`config.mk`:
```
export PLATFORM = sky130hd
export DESIGN_NAME = expiry_ordered_timer_queue_unit
export DESIGN_NICKNAME = d
export VERILOG_FILES = /design/src/hw/rtl/eotq_pkg.sv /design/src/hw/rtl/eotq_mem.sv /design/src/hw/rtl/expiry_ordered_timer_queue_unit.sv
export VERILOG_INCLUDE_DIRS = /design/src /design/src/hw/rtl
export SDC_FILE = /design/constraint.sdc
export NUM_CORES = 1
export LEC_CHECK = 0
export BUFFER_PORTS_ARGS = -buffer_cell sky130_fd_sc_hd__buf_2
export CORE_MARGIN = 2
export CORE_UTILIZATION = 53
export DETAILED_ROUTE_END_ITERATION = 8
export GPL_TIMING_DRIVEN = 0
export PLACE_DENSITY = 0.78
export SLEW_MARGIN = 20
export SYNTH_ARGS = -nofsm -noshare
export SYNTH_HDL_FRONTEND = slang
export SYNTH_SLANG_ARGS = --single-unit
```
`constraint.sdc`:
```
create_clock -name clk -period 5.95 [get_ports clk]
set_input_delay 1.19 -clock clk [delete_from_list [all_inputs] [get_ports clk]]
set_output_delay 1.19 -clock clk [all_outputs]
set_load 0.05 [all_outputs]
```
`src/hw/rtl/expiry_ordered_timer_queue_unit_defines.svh`:
```
// Assertion macros for the expiry ordered timer queue.
// Used by the top level; expects clk and rst_n in scope.
`ifndef EXPIRY_ORDERED_TIMER_QUEUE_UNIT_DEFINES_SVH
`define EXPIRY_ORDERED_TIMER_QUEUE_UNIT_DEFINES_SVH

// prop must hold at every clock edge outside reset
`define EOTQ_CHECK(name, prop) \
    name: assert property (@(posedge clk) disable iff (!rst_n) prop) \
        else $error("eotq check failed");

// expr must never be true outside reset
`define EOTQ_NEVER(name, expr) \
    name: assert property (@(posedge clk) disable iff (!rst_n) !(expr)) \
        else $error("eotq forbidden condition");

`endif

```
`src/hw/rtl/eotq_pkg.sv`:
```
// Shared types and constants for the expiry ordered timer queue.
// No dependencies.
package eotq_pkg;

    localparam int QUEUE_DEPTH_DEF = 16;
    localparam int MAX_RESULTS     = 16;
    localparam int CNT_W           = $clog2(MAX_RESULTS + 1);

    localparam logic [1:0] ST_RELEASED = 2'd0;
    localparam logic [1:0] ST_ACCEPTED = 2'd1;
    localparam logic [1:0] ST_DROPPED  = 2'd2;

    localparam logic REQ_SCHEDULE = 1'b0;

    typedef struct packed {
        logic [31:0] expiry;
        logic [7:0]  tid;
    } eotq_entry_t;

endpackage

```
`src/hw/rtl/eotq_mem.sv`:
```
// Entry store of the timer queue: one write port, one registered read port.
// Depends on eotq_pkg.
module eotq_mem
    import eotq_pkg::*;
#(
    parameter int DEPTH = QUEUE_DEPTH_DEF,
    parameter int IW    = $clog2(DEPTH)
)
(
    input  logic              clk,
    input  logic              we,
    input  logic [IW-1:0]     waddr,
    input  eotq_entry_t       wdata,
    input  logic [IW-1:0]     raddr,
    output eotq_entry_t       rdata
);

    eotq_entry_t mem [DEPTH];
    eotq_entry_t rdata_reg;

    always_ff @(posedge clk)
    begin
        if (we)
        begin
            mem[waddr] <= wdata;
        end
        rdata_reg <= mem[raddr];
    end

    assign rdata = rdata_reg;

endmodule

```
`src/hw/rtl/expiry_ordered_timer_queue_unit.sv`:
```
// Timer queue ordered by expiry; entries held compacted in arrival order.
// Schedule: accepted in the cycle that start is seen, result strobed the next cycle, busy stays low.
// Tick: each release costs one scan of the occupied entries plus a shift of the
// later entries down by one slot; the registered memory read port paces both.
// Up to 16 releases per tick; a tick that finds nothing ends after one scan.
// Reset (async, active low) empties the queue; the entry memory is not cleared.
module expiry_ordered_timer_queue_unit
    import eotq_pkg::*;
#(
    parameter int QUEUE_DEPTH = QUEUE_DEPTH_DEF
)
(
    input  logic        clk,
    input  logic        rst_n,
    input  logic        start,
    output logic        busy,
    input  logic        req_type,
    input  logic [31:0] now_ms,
    input  logic [15:0] delay_ms,
    input  logic [7:0]  task_id,
    output logic        done,
    output logic [1:0]  status,
    output logic [7:0]  out_task,
    output logic [31:0] expiry_ms,
    output logic        last
);

`include "expiry_ordered_timer_queue_unit_defines.svh"

    localparam int IW = $clog2(QUEUE_DEPTH);
    localparam int CW = $clog2(QUEUE_DEPTH + 1);

    typedef enum logic [2:0] {
        S_IDLE  = 3'b001,
        S_SCAN  = 3'b010,
        S_SHIFT = 3'b100
    } state_t;

    state_t            state_reg, state_next;
    logic [CW-1:0]     occ_reg, occ_next;
    logic [CW-1:0]     iss_reg, iss_next;
    logic              rv_reg, rv_next;
    logic [IW-1:0]     rslot_reg, rslot_next;
    logic              found_reg, found_next;
    eotq_entry_t       best_reg, best_next;
    logic [IW-1:0]     bslot_reg, bslot_next;
    eotq_entry_t       pend_reg, pend_next;
    logic              pvld_reg, pvld_next;
    logic [CNT_W-1:0]  cnt_reg, cnt_next;
    logic [31:0]       now_reg, now_next;
    logic              done_reg, done_next;
    logic [1:0]        status_reg, status_next;
    logic [7:0]        task_reg, task_next;
    logic [31:0]       exp_reg, exp_next;
    logic              last_reg, last_next;

    logic              mem_we;
    logic [IW-1:0]     mem_waddr;
    eotq_entry_t       mem_wdata;
    eotq_entry_t       mem_rdata;
    logic [32:0]       sum;
    logic [31:0]       sat_exp;

    eotq_mem #(.DEPTH(QUEUE_DEPTH), .IW(IW)) u_mem (
        .clk   (clk),
        .we    (mem_we),
        .waddr (mem_waddr),
        .wdata (mem_wdata),
        .raddr (iss_reg[IW-1:0]),
        .rdata (mem_rdata)
    );

    assign sum     = {1'b0, now_ms} + {17'd0, delay_ms};
    assign sat_exp = sum[32] ? 32'hFFFF_FFFF : sum[31:0];

    always_comb
    begin
        state_next  = state_reg;
        occ_next    = occ_reg;
        iss_next    = iss_reg;
        rv_next     = 1'b0;
        rslot_next  = rslot_reg;
        found_next  = found_reg;
        best_next   = best_reg;
        bslot_next  = bslot_reg;
        pend_next   = pend_reg;
        pvld_next   = pvld_reg;
        cnt_next    = cnt_reg;
        now_next    = now_reg;
        done_next   = 1'b0;
        status_next = status_reg;
        task_next   = task_reg;
        exp_next    = exp_reg;
        last_next   = last_reg;
        mem_we      = 1'b0;
        mem_waddr   = occ_reg[IW-1:0];
        mem_wdata   = '{expiry: sat_exp, tid: task_id};

        case (state_reg)
            S_IDLE:
            begin
                if (start)
                begin
                    if (req_type == REQ_SCHEDULE)
                    begin
                        done_next = 1'b1;
                        task_next = task_id;
                        exp_next  = sat_exp;
                        last_next = 1'b1;
                        if (occ_reg < CW'(QUEUE_DEPTH))
                        begin
                            mem_we      = 1'b1;
                            occ_next    = occ_reg + 1'b1;
                            status_next = ST_ACCEPTED;
                        end
                        else
                        begin
                            status_next = ST_DROPPED;
                        end
                    end
                    else
                    begin
                        now_next   = now_ms;
                        cnt_next   = '0;
                        pvld_next  = 1'b0;
                        found_next = 1'b0;
                        iss_next   = '0;
                        state_next = S_SCAN;
                    end
                end
            end
            S_SCAN:
            begin
                if (iss_reg < occ_reg)
                begin
                    rv_next    = 1'b1;
                    rslot_next = iss_reg[IW-1:0];
                    iss_next   = iss_reg + 1'b1;
                end
                // strict compare keeps the lowest slot on equal expiries
                if (rv_reg && mem_rdata.expiry < now_reg &&
                    (!found_reg || mem_rdata.expiry < best_reg.expiry))
                begin
                    found_next = 1'b1;
                    best_next  = mem_rdata;
                    bslot_next = rslot_reg;
                end
                if (iss_reg == occ_reg && !rv_reg)
                begin
                    if (pvld_reg)
                    begin
                        done_next   = 1'b1;
                        status_next = ST_RELEASED;
                        task_next   = pend_reg.tid;
                        exp_next    = pend_reg.expiry;
                        last_next   = !found_reg;
                    end
                    if (found_reg)
                    begin
                        pend_next  = best_reg;
                        pvld_next  = 1'b1;
                        cnt_next   = cnt_reg + 1'b1;
                        iss_next   = CW'(bslot_reg) + 1'b1;
                        state_next = S_SHIFT;
                    end
                    else
                    begin
                        state_next = S_IDLE;
                    end
                end
            end
            S_SHIFT:
            begin
                if (iss_reg < occ_reg)
                begin
                    rv_next    = 1'b1;
                    rslot_next = iss_reg[IW-1:0];
                    iss_next   = iss_reg + 1'b1;
                end
                if (rv_reg)
                begin
                    mem_we    = 1'b1;
                    mem_waddr = rslot_reg - 1'b1;
                    mem_wdata = mem_rdata;
                end
                if (iss_reg >= occ_reg && !rv_reg)
                begin
                    occ_next = occ_reg - 1'b1;
                    if (cnt_reg == CNT_W'(MAX_RESULTS))
                    begin
                        done_next   = 1'b1;
                        status_next = ST_RELEASED;
                        task_next   = pend_reg.tid;
                        exp_next    = pend_reg.expiry;
                        last_next   = 1'b1;
                        state_next  = S_IDLE;
                    end
                    else
                    begin
                        found_next = 1'b0;
                        iss_next   = '0;
                        state_next = S_SCAN;
                    end
                end
            end
            default:
            begin
                state_next = S_IDLE;
            end
        endcase
    end

    always_ff @(posedge clk or negedge rst_n)
    begin
        if (!rst_n)
        begin
            state_reg <= S_IDLE;
            occ_reg   <= '0;
            iss_reg   <= '0;
            rv_reg    <= 1'b0;
            found_reg <= 1'b0;
            pvld_reg  <= 1'b0;
            cnt_reg   <= '0;
            done_reg  <= 1'b0;
        end
        else
        begin
            state_reg <= state_next;
            occ_reg   <= occ_next;
            iss_reg   <= iss_next;
            rv_reg    <= rv_next;
            found_reg <= found_next;
            pvld_reg  <= pvld_next;
            cnt_reg   <= cnt_next;
            done_reg  <= done_next;
        end
    end

    always_ff @(posedge clk)
    begin
        rslot_reg  <= rslot_next;
        best_reg   <= best_next;
        bslot_reg  <= bslot_next;
        pend_reg   <= pend_next;
        now_reg    <= now_next;
        status_reg <= status_next;
        task_reg   <= task_next;
        exp_reg    <= exp_next;
        last_reg   <= last_next;
    end

    assign busy      = (state_reg != S_IDLE);
    assign done      = done_reg;
    assign status    = status_reg;
    assign out_task  = task_reg;
    assign expiry_ms = exp_reg;
    assign last      = last_reg;

    `EOTQ_NEVER(a_occ_bound, occ_reg > CW'(QUEUE_DEPTH))
    `EOTQ_CHECK(a_rel_expired, (done && status == ST_RELEASED) |-> (expiry_ms < now_reg))
    `EOTQ_NEVER(a_cnt_bound, cnt_reg > CNT_W'(MAX_RESULTS))

endmodule

```
* Word-level counts from Yosys, hierarchy flattened *
Memories as Yosys holds them, arrays and structs flattened. A register that Yosys moved wholly into a read port is not among the register bits.
Cells that the tools add are included.

word-level totals
  register bits after elaboration = 185
  memories = 1
  memory bits (writable) = 640

operators by class
  reductions and logical operators = 21
  $lt $le $gt $ge = 5
  equal/unequal tests = 17
  multiplexer cells = 82
  add/subtract/negate cells = 7

memories
  memory     words  bits a word  read ports  clocked after Yosys merged registers in  write ports  line            source
  u_mem.mem  16     40           1           1                                        1            eotq_mem.sv:18  eotq_entry_t mem [DEPTH];

operator list
  kind                 number
  $mux 32              7
  $pmux 32 s3          1
  $mux 40              2
  $mux 5               13
  $lt 32x32->1         2
  $mux 8               6
  $add 32x16->33       1
  $mux 1               27
  $pmux 8 s3           1
  $ne 2x2->1 const B   11
  $pmux 5 s2           2
  $mux 2               8
  $add 5x1->5 const B  3
  $mux 3               5
  $pmux 5 s3           1
  $reduce_and 5->1     2
  $pmux 1 s3           3
  $pmux 3 s3           1
  $reduce_and 3->1     3
  $mux 4               2
  $reduce_and 7->1     1
  $pmux 2 s3           1
  $reduce_and 6->1     1
  $add 4x1->5 const B  1
  20 further kinds     27

* Logic depth before layout (Yosys ltp) *
Gate-level depths: netlist (run 1).

  depth in word-level cells = 7
  gate-level depth with buffers = 12
  mapped depth without buffers = 10

* Modules after synthesis *
From an unflattened synthesis (run 1), not the netlist that was laid out.

second synthesis, totals
  cell total of the unflattened synthesis = 1959
  area total of the unflattened synthesis = 35227.5 um^2

modules (own cells, without submodules)
  module                           area each (um^2)  cells an instance  times used
  eotq_mem                         25130.4           1040               1
  expiry_ordered_timer_queue_unit  10097.2           919                1

* Least setup slack after synthesis (run 1) *
Ideal clock, no wire load.

  kind = register to register
  start point = register now_reg[29]
  end point = register best_reg[0] (netlist name), enable pin
  required time = 5437 ps
  path slack = 360 ps
  buffers on the path = 0
  arrival time = 5077 ps
  stages on the path, launching flop included = 9
  cell sequence = edfxtp_1 > inv_1 > ha_1 > a21o_1 > a21o_1 > a2111oi_0 > nand2_1 > o41ai_1 > a21boi_0

between the ends
  longest elaborated chain between the ends = 4

RTL lines
  what                               line                                    source
  start, declared                    expiry_ordered_timer_queue_unit.sv:50   logic [31:0] now_reg, now_next;
  start signal, assigned             expiry_ordered_timer_queue_unit.sv:245  now_reg <= now_next;
  $lt 32x32->1                       expiry_ordered_timer_queue_unit.sv:141  if (rv_reg && mem_rdata.expiry < now_reg &&
  $logic_and 1x1->1 (2 in a row)     expiry_ordered_timer_queue_unit.sv:141
  $reduce_and 2->1 (no source line)  -
  end signal, assigned               expiry_ordered_timer_queue_unit.sv:242  best_reg <= best_next;
  end, declared                      expiry_ordered_timer_queue_unit.sv:45   eotq_entry_t best_reg, best_next;

No other way between the ends.
A chain may end at the register's enable or synchronous reset.

* Worst setup path in the final report (run 1) *
  start point = register iss_reg[0]
  end point = register exp_reg[4] (netlist: expiry_ms[4]), enable pin

between the ends
  longest elaborated chain between the ends = 4
  elaborated cells between the ends (all ways) = 7
  classes of those cells = order compare: 1; eq/ne: 3; reduce/logical: 3

RTL lines
  what                                             line                                                                            source
  start, declared                                  expiry_ordered_timer_queue_unit.sv:41                                           logic [CW-1:0] iss_reg, iss_next;
  start signal, assigned                           expiry_ordered_timer_queue_unit.sv:230                                          iss_reg <= iss_next;
  $ge 5x5->1 / $eq 5x5->1 (equally long branches)  expiry_ordered_timer_queue_unit.sv:186, expiry_ordered_timer_queue_unit.sv:148
  $logic_and 1x1->1 (on tied branches)             expiry_ordered_timer_queue_unit.sv:186, expiry_ordered_timer_queue_unit.sv:148
  $ne 2x2->1 (no source line)                      -
  $reduce_and 7->1 (no source line) *              -
  end signal, assigned                             expiry_ordered_timer_queue_unit.sv:248                                          exp_reg <= exp_next;
  end, declared                                    expiry_ordered_timer_queue_unit.sv:54                                           logic [31:0] exp_reg, exp_next;

Every way passes the cells marked *; elsewhere a longest branch is shown, timed or not.

==> results.toml, run 1 <==
[place]
dp_hpwl_um = 59100
routabilityCongestion = 0.923
io_buffers = 104

[clock_tree]
cts-root-buf = "clkbuf_16"
clock-sinks = 865
cts_tree = "done"
clock_latency_ns = 0.62
clk_pin_slew_worst_paths_ns = 0.07
ctsResizeCount = 0
cts-hold-fix-buffers = 0
cts.htree.levels = 3
clockBufferDepth = 3
cts-buffers-inserted = 81
cts_setup_buffers = 0

[floorplan]
initial_utilization_pct = 53.4
die_area_sq_mm = 0.0682
chipHeight_um = 261
io_pins = 105
die_w_um = 261
core.rowCount = 94
core_area_sq_mm = 0.0656

[route]
ant_nets = 0
wl_met3_um = 8590
drt_iter0_drc = 2705
wl_met2_um = 47500
vias_per_cell = 6.46
met1_length_um = 31600
dr.pass1.iters = 6
drc_errors = 0
wire_per_inst_um = 29.9
vias = 19800
top_layer_used = "met5"
routed_wl_um = 91600

[finish]
fillCellCount = 4305
final-seq-area_sq_mm = 0.0255
largest_register_ffs = 640
largest_register = "u_mem.mem"
syn_to_final_growth_pct = 15.9
final_core_util_pct = 61.8
drive_gt1_share_pct = 25.7
multi_input_area_sq_mm = 0.00921
fin_nets = 2280

[sta]
max_freq_mhz = 203
post-route-period-util_pct = 82.6
hold_violations = 0
max-slew-margin-rel_pct = 20.5
rsz0062_at_grt = "false"
skew_ns = 0.0157
min_period_ns = 4.91
setup_viol = 0
max_slew.worst_pin.slew_ns = 1.19
slew_viol_final = 0

[flow_run]
maxCapViolCount = 0

[logic_synthesis]
syn_avg_cell_area_sq_um = 18.5
ys_top_cells_by_area = "edfxtp_1 69%, mux4_2 13%, ha_1 3.3%"
synth_seq_cells = 865
netlist.area_leader.share_pct = 68.8
syn-num-nets = 2046
synth_area_sq_mm = 0.0350
postSynthCellCount = 1893
yosysTopAreaCell = "edfxtp_1"
yosysSeqAreaShare_pct = 72.7
synth.distinct_cells = 74
synthFlopType = "edfxtp_1"
synth_edf_count = 803
ys_warn_count = 0
async_reset_ff_share_pct = 2.54

[power_and_ir_drop]
switching_share_pct = 29.3
power_w = 0.0169
power.switching_w = 0.00495
internal_power_w = 0.0120
p_leak_nw = 13.7
p_seq_share_pct = 44.8
peakVddDrop_v = 0.000243
power_density_mw_per_mm2 = 416
pwr-share-comb_pct = 23.8
pwr-share-clk_pct = 31.4

[critical_path]
r2r_cells = 17
setup.worst_path.start_class = "flop"
r2r_start = "iss_reg[0]"
required_ns = 6.27
worst-path-buf-inv = 10
path_max_fanout = 10
slowest_stage = "a211oi_1"
crit_path_end = "expiry_ms[4]"
critPathArrivalTime_ns = 5.24
cpMostUsedCell = "buf_4"
r2r_end = "expiry_ms[4]"
cp.depth = 17
crit_family = "buffers and inverters"
worst-r2r-setup-slack_ns = 1.04
crit_start = "iss_reg[0]"
slowest_delay_ns = 0.51
crit_chain = "buf_2 > buf_2 > buf_2 > inv_1 > ha_1 > nand4_1 > nor3b_1 > clkbuf_1 > nor2_1 > a211oi_1 > nand2_1 > o211ai_1 > buf_4 > buf_4 > buf_4 > buf_4 > buf_4"
end_kind = "flop"
worstSetupPathType = "flop to flop"

[global_routing]
grt_start_max_net_pins = 32
antenna_found_initial = 9
gr-total-overflow = 0
grt_usage_pct = 27.1
grt_pass1_wl_um = 133000
grt_pass1_vias = 20400

[status]
outcome = "finished, final reports clean"

[hold_path]
min_from = "best_reg[7]"
hp-class = "flop to flop"
layout make-up:
| cell class | count | share of cell area (%) |
|---|---|---|
| sequential | 865 | 62.7 |
| inverter | 83 | 0.768 |
| antenna | 3 | 0.0185 |
| clock buffer | 96 | 5.36 |
| timing repair buffer | 151 | 3.74 |
| multi-input combinational | 874 | 22.7 |
| tap | 864 | 2.66 |
| clock inverter | 52 | 1.29 |
| buffer | 71 | 0.718 |
cells in the final DEF, fill, tap and decap left out, types with 8 or more instances in the layout:
cell type,instances
dfrtp_1,21
inv_1,82
clkbuf_1,55
xnor2_1,21
buf_2,118
nor2_4,16
clkbuf_16,84
nand3_1,21
buf_12,11
clkinv_2,17
bufinv_16,9
buf_16,25
clkinv_1,13
nor2_1,100
nand2_1,110
edfxtp_1,803
a21o_1,30
xor2_1,8
dfxtp_1,40
a211oi_1,10
nand4_1,14
mux4_2,200
o21ai_0,26
buf_4,9
nor3_1,13
ha_1,91
a21oi_1,52
a21oi_2,18
how the worst min path moves through the flow:
stage | slack (ns) | end | cells after the start
3_5_place_dp | 0.41 | pend_reg[7] | 0
2_1_floorplan | 0.40 | pend_reg[0] | 0
3_3_place_gp | 0.40 | pend_reg[6] | 0
4_1_cts | 0.42 | pend_reg[7] | 0
5_1_grt | 0.42 | pend_reg[7] | 0
6_report | 0.42 | pend_reg[7] | 0
metrics by stage:
step / cells / cell area (sq um) / worst slack (ns) / TNS [ns] / hold slack (ns)
after global placement: 2861 / 36600 / -2.66 / -205.66 / 0.403
final: 3059 / 40600 / 1.04 / 0 / 0.419
after floorplan: 1893 / 35000 / 0.360 / 0 / 0.400
after CTS: 3054 / 40500 / 1.11 / 0 / 0.419
after detailed placement: 2906 / 37800 / 0.994 / 0 / 0.405
after global routing: 3057 / 40600 / 0.630 / 0 / 0.425
cell families (layout without fill, tap and decap cells):
kind of cell / after synthesis / after routing / synth area share, %
flops: 865 / 865 / 72.7
simple gates: 325 / 325 / 4.25
compound gates: 222 / 222 / 4.24
mux: 205 / 205 / 13.0
buf+inv: 154 / 453 / 1.70
fa+ha+maj: 93 / 93 / 3.37
xor+xnor: 29 / 29 / 0.725
other cells: 0 / 3 / 0
per-layer routing:
layer | vias up | GRT usage, %
li1 | 8070 | -
met5 | - | 0
met1 | 10100 | 33.0
met4 | 10 | 12.0
met3 | 252 | 5.11
met2 | 1322 | 47.3
worst reg2reg max path: cells and delay by family (launching register included):
kind | cells | cell delay (ns)
flops | 1 | 0.45
compound gates | 2 | 0.65
buf+inv | 10 | 2.64
fa+ha+maj | 1 | 0.29
simple gates | 4 | 0.59
power by group through the flow:
| stage | Sequential [W] | Combinational, W | Clock (W) |
|---|---|---|---|
| floorplan | 0.00769 | 0.00247 | 0 |
| CTS | 0.00757 | 0.00399 | 0.00535 |
| global route | 0.00760 | 0.00425 | 0.00556 |
| detailed placement | 0.00768 | 0.00387 | 0 |
| global placement | 0.00768 | 0.00357 | 0 |
| finish | 0.00758 | 0.00402 | 0.00530 |
synth_stat cells, types with 3 or more instances:
cell type	n
clkbuf_1	47
a32oi_1	4
nor3b_1	6
dfrtp_1	21
mux4_2	200
a311oi_1	3
nor2b_1	7
o31ai_1	8
nor3_1	13
o21a_1	7
inv_1	83
o21bai_1	5
nand2_1	110
a2111oi_0	3
xnor2_1	21
mux2i_1	4
edfxtp_1	803
a21oi_1	69
nor2_1	116
a31oi_1	11
ha_1	91
or2_2	4
o21ai_0	28
o41ai_1	3
a21o_1	30
a211oi_1	10
buf_1	11
o21ai_1	6
nor4_1	4
dfxtp_1	40
xor2_1	8
nand3_1	21
nand4_1	14
and3_1	6
nor3_2	3
buf_2	13
nand2b_1	5
and4_1	4
o211ai_1	5
No activity file was read; power rests on OpenSTA's default activity.
==> run 2: changes to the inputs <==
Clock period 5.95 ns to 4.1 ns, I/O delays scaled along.
==> run 2 against run 1 <==
Clock-buffer cell count grew 23. Global-route usage down 0.23 points. Utilization increased by 0.20 points. Critical path depth is 7 lower. Final area up 0.32%. Via count decreased by 0.83%. Sequential share of layout area is 0.20 points lower. Die area is the same. Register-to-register slack worse by 0.71 ns. Cell count is 0.33% higher. Sequential power grew 45%.
==> results.toml, run 2 (synthesized netlist as in run 1, its figures left out) <==
[finish]
drive_gt1_share_pct = 25.4
fin_nets = 2284
fillCellCount = 4314
layout_commonest_cell = "edfxtp_1"
fin_area_sq_mm = 0.0407
layout_common_cells = "803 x edfxtp_1, 200 x mux4_2, 115 x buf_2, 110 x nand2_1, 100 x nor2_1"
largest_register = "u_mem.mem"
final_core_util_pct = 62.0
finalNonFillerCells = 3069
multi_input_area_sq_mm = 0.00922
syn_to_final_growth_pct = 16.3
final-seq-area_sq_mm = 0.0255
largest_register_ffs = 640

[flow_run]
maxCapViolCount = 0

[place]
io_buffers = 104
routabilityCongestion = 0.888
dpl_cell_area_sq_mm = 0.0378
dp_hpwl_um = 58800
dpl.cell_count = 2906

[critical_path]
required_ns = 4.38
setup.worst_path.start_class = "input pin"
worstSetupPathType = "input pin to flop"
crit_chain = "buf_2 > ha_1 > fa_1 > a211oi_1 > o21ai_1 > nand4_2 > a211oi_4 > nor2_2 > and3_1 > nor3_2"
worst-r2r-setup-slack_ns = 0.33
slowest_stage = "nor3_2"
slowest_delay_ns = 0.87
path_max_fanout = 16
critPathArrivalTime_ns = 4.22
end_kind = "flop"

[route]
routed_wl_um = 90600
vias_per_cell = 6.38
drc_errors = 0
drt_iter0_drc = 2621
vias = 19600
wire_per_inst_um = 29.5
ant_nets = 0
dr.pass1.iters = 5

[clock_tree]
clock_latency_ns = 0.64
cts-buffers-inserted = 86
clk_pin_slew_worst_paths_ns = 0.06
cts-hold-fix-buffers = 0
cts.htree.levels = 3
cts-root-buf = "clkbuf_16"
clockBufferDepth = 3
cts_tree = "done"
clock-sinks = 865

[power_and_ir_drop]
p_leak_nw = 13.8
power_density_mw_per_mm2 = 606
peakVddDrop_v = 0.000364

[floorplan]
core.rowCount = 94
die_w_um = 261
core_area_sq_mm = 0.0656
chipHeight_um = 261
io_pins = 105
initial_utilization_pct = 53.4
die_area_sq_mm = 0.0682

[hold_path]
hp-class = "input pin to async pin"

[global_routing]
grt_pass1_wl_um = 132000
grt_start_max_net_pins = 42
grt_pass1_vias = 20400
grt_usage_pct = 26.8
gr-total-overflow = 0
antenna_found_initial = 1

[sta]
hold_violations = 0
max_freq_mhz = 254
slew_viol_final = 0
post-route-period-util_pct = 96.0
min_period_ns = 3.94
max-slew-margin-rel_pct = 20.8
skew_ns = 0.0245
setup_viol = 0
rsz0062_at_grt = "false"
max_slew.worst_pin.slew_ns = 1.19

[status]
outcome = "finished, final reports clean"
## run 2: layout make-up
type                       instances  area share, %
sequential                       865           62.5
multi-input combinational        874           22.6
clock buffer                     119           5.84
inverter                          83          0.765
antenna                            1        0.00615
timing repair buffer             151           3.78
tap                              864           2.66
buffer                            70          0.734
clock inverter                    42           1.02
## run 2: per-stage QoR
stage	TNS, ns	hold WS (ns)	power [W]	setup slack, ns
global route	0	0.207	0.0254	0.0273
global placement	-1373.05	0.405	0.0163	-1.88
CTS	0	0.165	0.0247	0.0178
finish	0	0.170	0.0247	0.164
detailed placement	-126.37	0.407	0.0168	-0.907
floorplan	0	0.400	0.0148	0.0682
## run 2: where the power goes
part	switching [W]	internal (W)	total, W	leakage [nW]
clock network	0.00333	0.00452	0.00785	1.37
registers	0.000473	0.0105	0.0110	7.87
logic	0.00338	0.00242	0.00581	4.57
total	0.00719	0.0175	0.0247	13.8
## run 2: what timing repair did
action / CTS / global route
resized for setup: 5 / 3
setup endpoints to repair: 43 / 18
pin swaps: 1 / 0
gates cloned: 0 / 0
buffers inserted: 1 / 0
## run 2: path summary, 6_finish.rpt
kind,start,endpoint,cells past startpoint
setup / recovery,now_ms[0],u_mem.mem[7][37],10
hold / removal,rst_n,occ_reg[3],1
setup reg to reg,iss_reg[0],expiry_ms[0],15
hold reg to reg,best_reg[2],pend_reg[2],0
max in group asynchronous,rst_n,state_reg[0],1
min in group clk,now_ms[11],now_reg[11],1
## run 2: worst max-delay path, delay by kind of cell
family	cells	cell delay (ns)
and+or+nand+nor	4	1.74
AOI/OAI and AO/OA	3	1.04
adders and majority gates	2	0.50
buffers and inverters	1	0.09
## run 2: metal layers
metal	share of wire (%)	routed length [um]	track usage, %
met5	0	0	0
met4	3.4	3050	9.56
met3	9.4	8520	4.92
met2	52	47100	47.5
met1	35	31900	33.4
==> run 3: changes to the inputs <==
Settings changed: PLACE_DENSITY 0.78 to 0.7.
Clock period 4.1 ns to 4.9 ns, I/O delays scaled along.
==> run 3 against run 2 <==
Worst setup slack improved by 0.10 ns. Clock power is 18% lower. Cell count about the same. Highest routed layer is now met5. Sequential share of layout area barely moved. Sequential power shrank 16%. Via count decreased by 4.2%. Total power down 17%. Utilization is essentially flat. Largest power group unchanged. Global-route usage down 1.9 points. Clock-buffer cell count shrank 7. Sequential cell count stayed put. Routed wire length shrank 7.5%.
==> results.toml, run 3 (synthesized netlist as in run 1, its figures left out) <==
[status]
outcome = "finished, final reports clean"

[sta]
fin_setup_tns_ns = 0
hold_violations = 0
max_slew.worst_pin.slew_ns = 1.15
rsz0062_at_grt = "false"
setup_viol = 0
setup_slack_ns = 0.266
max-slew-margin-rel_pct = 23.1
slew_viol_final = 0
min_period_ns = 4.63
post-route-period-util_pct = 94.6
skew_ns = 0.0277
hold_ws_ns = 0.335
max_freq_mhz = 216

[critical_path]
worstSetupPathType = "flop to flop"
crit_family = "buffers and inverters"
worst-path-buf-inv = 9
slowest_stage = "a211oi_1"
crit_chain = "buf_2 > buf_2 > buf_4 > inv_1 > ha_1 > nand4_1 > nor3b_1 > clkbuf_2 > nor2_1 > a211oi_1 > nand2_1 > o211ai_1 > buf_4 > buf_4 > buf_4 > buf_4"
slowest_delay_ns = 0.48
required_ns = 5.22
setup.worst_path.start_class = "flop"
critPathArrivalTime_ns = 4.95
end_kind = "flop"
cpMostUsedCell = "buf_4"
path_max_fanout = 10

[power_and_ir_drop]
pwr-share-clk_pct = 31.7
peakVddDrop_v = 0.000320
power.switching_w = 0.00581
switching_share_pct = 28.5
p_leak_nw = 13.8
p_seq_share_pct = 45.1
power_density_mw_per_mm2 = 501
internal_power_w = 0.0146
pwr-share-comb_pct = 23.2

[finish]
fin_nets = 2287
drive_gt1_share_pct = 25.6
layout_common_cells = "803 x edfxtp_1, 200 x mux4_2, 117 x buf_2, 110 x nand2_1, 100 x nor2_1"
final-seq-area_sq_mm = 0.0255
syn_to_final_growth_pct = 16.2
multi_input_area_sq_mm = 0.00920
largest_register = "u_mem.mem"
largest_register_ffs = 640
finalNonFillerCells = 3067
n_antenna_cell = 0
fin_area_sq_mm = 0.0407
fillCellCount = 4454
layout_commonest_cell = "edfxtp_1"

[clock_tree]
clock_latency_ns = 0.63
cts_tree = "done"
clk_pin_slew_worst_paths_ns = 0.06
cts-hold-fix-buffers = 0
clock-sinks = 865
cts-root-buf = "clkbuf_16"
cts-buffers-inserted = 84
clockBufferDepth = 3
cts.htree.levels = 3

[place]
io_buffers = 104
routabilityCongestion = 0.888
dpl_cell_area_sq_mm = 0.0378
dp_hpwl_um = 56600
dpl.cell_count = 2908
post-place-ws_ns = -0.0601

[flow_run]
maxCapViolCount = 0

[floorplan]
chipHeight_um = 261
core.rowCount = 94
core_area_sq_mm = 0.0656
initial_utilization_pct = 53.4
die_w_um = 261
die_area_sq_mm = 0.0682
io_pins = 105

[global_routing]
grt_usage_pct = 24.9
grt_pass1_vias = 19400
antenna_found_initial = 3
grt_pass1_wl_um = 123000
gr-total-overflow = 0
grt_start_max_net_pins = 33

[route]
drt_iter0_drc = 2162
dr.pass1.iters = 5
wire_per_inst_um = 27.3
routed_wl_um = 83800
drc_errors = 0
ant_nets = 0
vias_per_cell = 6.12
vias = 18800

[hold_path]
hp-class = "input pin to async pin"
## run 3: changes by cell type in the layout (fill, tap and decap cells not counted), moves of 2 or more
cell,previous run,this run
buf_4,9,13
clkbuf_8,4,6
clkbuf_1,71,62
buf_12,10,14
buf_2,115,117
buf_16,27,24
clkinv_8,3,1
clkinv_2,13,16
## run 3: final cells by class
class | instances | share of cell area, %
Buffer | 71 | 0.723
Clock buffer | 112 | 5.78
Clock inverter | 43 | 1.01
Inverter | 83 | 0.766
Multi-Input combinational cell | 874 | 22.6
Sequential cell | 865 | 62.6
Tap cell | 864 | 2.66
Timing Repair Buffer | 155 | 3.84
## run 3: final timing paths
check	start	end	slack, ns	depth (start not counted)
max reg2reg	iss_reg[0]	expiry_ms[2]	0.27	16
max	iss_reg[0]	expiry_ms[2]	0.27	16
min in group clk	best_reg[16]	pend_reg[16]	0.43	0
min reg2reg	best_reg[16]	pend_reg[16]	0.43	0
max in group asynchronous	rst_n	state_reg[0]	4.19	1
min	rst_n	occ_reg[0]	0.33	1
## run 3: metrics by stage
stage | total power (W) | utilization, %
after floorplan | 0.0123 | -
after global placement | 0.0138 | 55.8
after detailed placement | 0.0140 | 57.6
after CTS | 0.0205 | 61.8
after global routing | 0.0211 | 62.0
final | 0.0204 | 62.0
## run 3: power groups by stage
stage	logic (W)	clock network, W	registers (W)
5_1_grt	0.00506	0.00682	0.00924
2_1_floorplan	0.00300	0	0.00934
4_1_cts	0.00474	0.00655	0.00919
3_3_place_gp	0.00440	0	0.00936
3_5_place_dp	0.00469	0	0.00934
6_report	0.00473	0.00646	0.00920
## run 3: layer usage
| layer | up-vias | global-route usage [%] | routed length [um] |
|---|---|---|---|
| li1 | 8068 | - | - |
| met1 | 9721 | 33.1 | 32400 |
| met2 | 811 | 42.1 | 42300 |
| met3 | 162 | 4.26 | 6590 |
| met4 | 4 | 8.36 | 2490 |
| met5 | - | 0 | 26 |
## run 3: timing repair
item,CTS,global route
pin swaps,0,1
gates resized for setup,1,2
endpoints found under the setup margin,9,14
setup buffers,0,4
